$ cat config.mk
export PLATFORM = sky130hd
export DESIGN_NAME = binomial_coefficient_unit
export DESIGN_NICKNAME = d
export VERILOG_FILES = /design/src/hdl/bcu_pkg.sv /design/src/hdl/binomial_coefficient_unit.sv
export SDC_FILE = /design/constraint.sdc
export NUM_CORES = 1
export LEC_CHECK = 0
export BUFFER_PORTS_ARGS = -buffer_cell sky130_fd_sc_hd__buf_2
export CORE_MARGIN = 5
export CORE_UTILIZATION = 62
export CTS_CLUSTER_SIZE = 25
export DETAILED_ROUTE_END_ITERATION = 12
export MAX_ROUTING_LAYER = met4
export PLACE_DENSITY = 0.8
export SYNTH_ARGS = -nofsm -noshare
export SYNTH_HDL_FRONTEND = slang
export SYNTH_SLANG_ARGS = --single-unit
$ cat constraint.sdc
create_clock -name clk -period 9.9 [get_ports clk]
set_input_delay 0.495 -clock clk [delete_from_list [all_inputs] [get_ports clk]]
set_output_delay 0.495 -clock clk [all_outputs]
set_load 0.1 [all_outputs]
$ cat src/hdl/bcu_pkg.sv
// Package for the binomial coefficient unit: payload types, status codes, sequencer states.
package bcu_pkg;

  // Largest row handled; larger rows are clamped to it
  localparam int unsigned MAX_ROW = 127;

  // Field widths
  localparam int unsigned ROW_W   = 7;
  localparam int unsigned COEFF_W = 63;
  localparam int unsigned MULT_W  = COEFF_W + ROW_W;

  // Largest coefficient that fits a signed 64-bit value
  localparam logic [COEFF_W-1:0] COEFF_LIMIT = {COEFF_W{1'b1}};

  // Result status codes
  localparam logic [1:0] ST_OK    = 2'd0;
  localparam logic [1:0] ST_OVF   = 2'd1;
  localparam logic [1:0] ST_RANGE = 2'd2;

  typedef struct packed {
    logic [ROW_W-1:0] row_n;
    logic [ROW_W-1:0] pos_k;
  } bcu_in_t;

  typedef struct packed {
    logic [COEFF_W-1:0] coeff;
    logic [1:0]         status;
  } bcu_out_t;

  typedef enum logic [2:0] {
    S_IDLE,
    S_CHECK,
    S_MUL,
    S_DIV,
    S_DONE
  } bcu_state_t;

endpackage

$ cat src/hdl/binomial_coefficient_unit.sv
// Binomial coefficient unit: C(n,k) by multiply-then-exact-divide recurrence.
//
// Channel   Direction  Handshake             Payload
// in_       input      in_valid / in_ready   bcu_in_t  {row_n, pos_k}
// out_      output     out_valid / out_ready bcu_out_t {coeff, status}
//
// Each recurrence step is a check, one 63x7 multiply, and a 70-bit
// restoring divide (one quotient bit per cycle through a shared
// 8-bit subtract/compare). An item runs n-k steps; a k greater than n
// goes straight to the done state. The unit holds in_ready low
// while working and accepts the next item once its result is in the output
// register, even if that result is still stalled. Reset is synchronous and
// clears only the sequencer and the output valid.
module binomial_coefficient_unit (
  input  logic            clk,
  input  logic            rst_n,
  input  logic            in_valid,
  output logic            in_ready,
  input  bcu_pkg::bcu_in_t  in_data,
  output logic            out_valid,
  input  logic            out_ready,
  output bcu_pkg::bcu_out_t out_data
);
  import bcu_pkg::*;

  localparam int unsigned CNT_W = $clog2(MULT_W);

  bcu_state_t         state_r, state_nxt;
  logic [ROW_W:0]     m_r, m_nxt;       // multiplier m, one bit wider for k+1
  logic [ROW_W:0]     n_r, n_nxt;
  logic [ROW_W-1:0]   d_r, d_nxt;       // divisor m-k
  logic [COEFF_W-1:0] c_r, c_nxt;       // running coefficient
  logic [1:0]         st_r, st_nxt;
  logic [MULT_W-1:0]  quo_r, quo_nxt;   // dividend shifting out, quotient in
  logic [ROW_W-1:0]   rem_r, rem_nxt;
  logic [CNT_W-1:0]   cnt_r, cnt_nxt;
  logic               out_valid_r, out_valid_nxt;
  bcu_out_t           out_data_r, out_data_nxt;

  logic [ROW_W-1:0]   n_clamp;
  logic [ROW_W:0]     trial;
  logic               take;
  logic [ROW_W:0]     trial_diff;
  logic [MULT_W-1:0]  quo_step;
  logic [ROW_W-1:0]   rem_step;

  // Clamp the row to the largest supported one
  always_comb begin
    if (int'(in_data.row_n) > int'(MAX_ROW)) begin
      n_clamp = ROW_W'(MAX_ROW);
    end else begin
      n_clamp = in_data.row_n;
    end
  end

  // Shared divide step: shift one dividend bit into the remainder, try subtract
  always_comb begin
    trial      = {rem_r, quo_r[MULT_W-1]};
    trial_diff = trial - {1'b0, d_r};
    take       = (trial >= {1'b0, d_r});
    rem_step   = take ? trial_diff[ROW_W-1:0] : trial[ROW_W-1:0];
    quo_step   = {quo_r[MULT_W-2:0], take};
  end

  // Sequencer: next state and datapath updates
  always_comb begin
    state_nxt     = state_r;
    m_nxt         = m_r;
    n_nxt         = n_r;
    d_nxt         = d_r;
    c_nxt         = c_r;
    st_nxt        = st_r;
    quo_nxt       = quo_r;
    rem_nxt       = rem_r;
    cnt_nxt       = cnt_r;
    out_valid_nxt = out_valid_r;
    out_data_nxt  = out_data_r;

    // Drop the output once the transfer completes
    if (out_valid_r && out_ready) begin
      out_valid_nxt = 1'b0;
    end

    case (state_r)
      S_IDLE: begin
        if (in_valid) begin
          n_nxt = {1'b0, n_clamp};
          m_nxt = {1'b0, in_data.pos_k} + 1'b1;
          d_nxt = ROW_W'(1);
          if (in_data.pos_k > n_clamp) begin
            c_nxt     = '0;
            st_nxt    = ST_RANGE;
            state_nxt = S_DONE;
          end else begin
            c_nxt     = COEFF_W'(1);
            st_nxt    = ST_OK;
            state_nxt = S_CHECK;
          end
        end
      end
      S_CHECK: begin
        if (m_r > n_r) begin
          state_nxt = S_DONE;
        end else begin
          state_nxt = S_MUL;
        end
      end
      S_MUL: begin
        // Form the full product so no high bits are lost
        quo_nxt   = {{ROW_W{1'b0}}, c_r} * MULT_W'(m_r[ROW_W-1:0]);
        rem_nxt   = '0;
        cnt_nxt   = '0;
        state_nxt = S_DIV;
      end
      S_DIV: begin
        quo_nxt = quo_step;
        rem_nxt = rem_step;
        cnt_nxt = cnt_r + 1'b1;
        if (cnt_r == CNT_W'(MULT_W - 1)) begin
          // Quotient is final: saturate if it no longer fits, else advance m
          if (quo_step[MULT_W-1:COEFF_W] != '0) begin
            c_nxt     = COEFF_LIMIT;
            st_nxt    = ST_OVF;
            state_nxt = S_DONE;
          end else begin
            c_nxt     = quo_step[COEFF_W-1:0];
            m_nxt     = m_r + 1'b1;
            d_nxt     = d_r + 1'b1;
            state_nxt = S_CHECK;
          end
        end
      end
      S_DONE: begin
        // Hold until the output register is free
        if (!out_valid_r || out_ready) begin
          out_valid_nxt       = 1'b1;
          out_data_nxt.coeff  = c_r;
          out_data_nxt.status = st_r;
          state_nxt           = S_IDLE;
        end
      end
      default: begin
        state_nxt = S_IDLE;
      end
    endcase
  end

  // Control registers
  always_ff @(posedge clk) begin
    if (!rst_n) begin
      state_r     <= S_IDLE;
      out_valid_r <= 1'b0;
    end else begin
      state_r     <= state_nxt;
      out_valid_r <= out_valid_nxt;
    end
  end

  // Datapath registers
  always_ff @(posedge clk) begin
    m_r        <= m_nxt;
    n_r        <= n_nxt;
    d_r        <= d_nxt;
    c_r        <= c_nxt;
    st_r       <= st_nxt;
    quo_r      <= quo_nxt;
    rem_r      <= rem_nxt;
    cnt_r      <= cnt_nxt;
    out_data_r <= out_data_nxt;
  end

  assign in_ready  = (state_r == S_IDLE);
  assign out_valid = out_valid_r;
  assign out_data  = out_data_r;

  // A k greater than n always yields a zero coefficient
  a_range_zero: assert property (@(posedge clk) disable iff (!rst_n)
    out_valid && (out_data.status == ST_RANGE) |-> out_data.coeff == '0)
    else $error("range status with nonzero coefficient");

  // Saturated results carry the limit value
  a_ovf_limit: assert property (@(posedge clk) disable iff (!rst_n)
    out_valid && (out_data.status == ST_OVF) |-> out_data.coeff == COEFF_LIMIT)
    else $error("overflow status without saturated coefficient");

  // Remainder stays below the divisor throughout the divide
  a_rem_bound: assert property (@(posedge clk) disable iff (!rst_n)
    (state_r == S_DIV) |-> (rem_r < d_r) && (d_r != '0))
    else $error("divider remainder out of range");

  // An accepted item starts the sequencer
  a_accept_start: assert property (@(posedge clk) disable iff (!rst_n)
    in_valid && in_ready |=> (state_r == S_CHECK) || (state_r == S_DONE))
    else $error("accepted item did not start the sequencer");

endmodule
==> results.cfg <==
[status]
outcome = finished, final reports clean

[global_route]
grt_remaining_overflow = 0
grt_antenna_before_repair = 0
global_route.usage.total_pct = 28.7
grt_max_degree = 85
wire_length_of_the_first_global_routing_pass_um = 95800
grt_pass1_vias = 19000

[sta]
relSlewSlack_pct = 8.83
clock.fmax_mhz = 136
report.final.slew_viol_count = 0
rsz0062_at_grt = false
layout_setup_ws_ns = 2.54
fin_crit_sh_pct = 74.3
fin_setup_tns_ns = 0
tightestPinTransition_ns = 1.37
final_report_setup_violation_count = 0
clock_skew_ns = 0.0185
report.final.hold_viol_count = 0
layout_min_cycle_time_ns = 7.36

[logic_synthesis]
synth_area_um2 = 24000
synth-edff-count = 236
fraction_of_the_yosys_area_taken_by_sequential_cells_pct = 29.9
synth_fp_nets = 2885
netlist.area_leader.share_pct = 29.6
netlist_instances = 2449
synthFlopType = edfxtp_1
synth_cell_types = 64
post_synth_main_area_contributors = edfxtp_1 (30%), fa_1 (25%), and2_1 (9.3%)
postSynthAreaPerCell_um2 = 9.79
leading_cell_types_by_count_after_synthesis = and2_1 (357), fa_1 (305), inv_1 (293), nor2_1 (251), edfxtp_1 (236)
postSynth.asyncResetShare_pct = 0
synth_top_cell_by_area = edfxtp_1
synth_seq_cells = 240
ys.warnings.count = 0
synth.most_common_cell = and2_1

[cts]
cts_hold_buf = 0
clock_latency_ns = 0.57
cts_setup_buffers = 0
htree_levels = 1
clock_tree.buffer_depth = 3
clock_tree.root_cell = clkbuf_16
cts.reportedPaths.clkPinSlew_ns = 0.06
tritoncts_clock_tree = yes
cts_made_buffers = 28
clock_sinks = 240
cts_resized = 0

[placed_design]
hpwlAfterDp_um = 42500
post_placement_worst_setup_slack_ns = 2.65
port-buffer-count = 84
placed_cell_area_um2 = 24700
final_weighted_congestion_in_routability_driven_placement = 0.965

[route]
drt_first_iter_violations = 1556
drt_drc = 0
postRouteAntennaNets = 0
wl_per_cell_um = 19.3
routed-via-count = 17800
drt_pre_antenna_iters = 7
drt-total-wl_um = 57900
route.detailed.vias_per_inst = 5.93

[pwr]
leakagePower_uw = 0.0115
worst_vdd_drop_mv = 0.183
powerDensity_nw_per_um2 = 335
total_power_uw = 8590

[layout]
postLayoutCellArea_um2 = 25600
seq_area_um2 = 7170
area_used_by_multi_input_combinational_logic_um2 = 15300
fillers = 3049
drive_above_1_share_pct = 6.77
synthToLayoutAreaGrowth_pct = 7.02
inserted_diodes = 0
num-nets-final = 2894
final_util_pct = 66.7

[run]
max_cap_viol_count = 0

[worst_setup_path]
ff2ff_path_depth = 18
critical_path.reg2reg.startpoint = m_r[6]$_DFFE_PP_
crit_type = register to register
worst-path-max-fanout = 35
reg2reg_setup_slack_ns = 2.54
critical_path_arrival_ns = 7.72
worst_setup_path_end_kind = register
timing.critical_path.from = m_r[6]$_DFFE_PP_
setup.worst_path.end = quo_r[66]$_DFFE_PP_
crit-reg2reg-capture = quo_r[66]$_DFFE_PP_
startpoint_type = register
worstPathRequired_ns = 10.27

[floorplanning]
starting_density_of_the_core_pct = 62.3
num_rows = 72
dieHeight_um = 207
coreArea_um2 = 38500
die_outline_width_um = 207
ioPinCount = 85
area_enclosed_by_the_die_boundary_um2 = 42700

[hold_path]
worstHoldPathType = input pin to register
## critical path, cell delays in order, from the launching register on
cell and delay [ns]:
edfxtp_1 1.15, buf_4 0.53, and2_1 0.21, fa_1 0.43
fa_1 0.46, fa_1 0.49, inv_1 0.05, fa_1 0.47
inv_1 0.04, ha_1 0.37, and3_1 0.22, a221oi_2 0.12
a2111o_1 0.47, a31oi_1 0.37, a31oi_1 0.33, nor4_1 0.70
o2111ai_1 0.29, nand3_1 0.15, nor3b_1 0.29
## cell usage in the layout (no fill, tap or decap), types with 10 or more instances in the layout
cell type  instances
o21bai_1          15
a21o_1            36
and2_1           357
xor2_1            34
clkinv_2          11
edfxtp_1         236
a21oi_1          145
nand4_1           36
fa_1             305
nor2b_1           15
a211oi_1          12
nand3_1           23
o21a_1            10
buf_4             15
buf_2             84
nor3_1            14
a31oi_1           12
o21ai_0           66
clkbuf_16         29
nor2_1           249
xnor2_1           42
inv_1            293
nand2_1          191
ha_1             113
## cell families after synthesis
kind of cell / count (synthesis) / share of synthesized area (%)
buffers and inverters: 415 / 6.52
xor gates and xnor gates: 76 / 2.78
DFF: 240 / 29.9
and+or+nand+nor: 936 / 19.8
muxes: 10 / 0.428
AOI/OAI and AO/OA: 354 / 9.20
adders and majority gates: 418 / 31.4
## power by group
| group | switching [µW] | internal, µW |
|---|---|---|
| Combinational | 3700 | 2240 |
| Sequential | 119 | 1470 |
| Clock | 456 | 608 |
| Total | 4280 | 4310 |
## how the worst min path moves through the flow
| stage | endpoint | slack, ns | from | depth (start not counted) |
|---|---|---|---|---|
| after floorplan | out_data[0]$_DFFE_PP_ | 0.40 | st_r[0]$_SDFFCE_PP1P_ | 0 |
| after global placement | out_data[0]$_DFFE_PP_ | 0.43 | st_r[0]$_SDFFCE_PP1P_ | 0 |
| after detailed placement | out_data[0]$_DFFE_PP_ | 0.43 | st_r[0]$_SDFFCE_PP1P_ | 0 |
| after CTS | n_r[4]$_DFFE_PP_ | 0.09 | in_data[11] | 1 |
| after global routing | n_r[4]$_DFFE_PP_ | 0.11 | in_data[11] | 1 |
| final | n_r[4]$_DFFE_PP_ | 0.12 | in_data[11] | 1 |
## registers in the layout, indices dropped and copies added (netlist names)
register / cells
out_data: 65
d_r: 7
state_r: 3
m_r: 8
quo_r: 70
n_r: 7
st_r: 2
rem_r: 7
c_r: 63
cnt_r: 7
out_valid: 1
## routing by layer
layer	vias up	GRT usage (%)	wire length, µm
met5	-	-	0
met4	0	8.06	1510
met3	120	3.20	4100
met2	698	47.5	28400
met1	8955	38.2	23800
li1	8014	-	-
## final cells by class
type	count	area share, %
Timing Repair Buffer	100	2.14
Inverter	294	4.30
Clock inverter	23	0.746
Tap cell	518	2.53
Sequential cell	240	27.9
Clock buffer	29	2.83
Multi-Input combinational cell	1794	59.5
## per-stage QoR
step / hold slack, ns / cells
after floorplan: 0.400 / 2449
after global placement: 0.433 / 2945
after detailed placement: 0.425 / 2945
after CTS: 0.0918 / 2997
after global routing: 0.109 / 2998
final: 0.121 / 2998
Power figures use the tool's default switching activity.
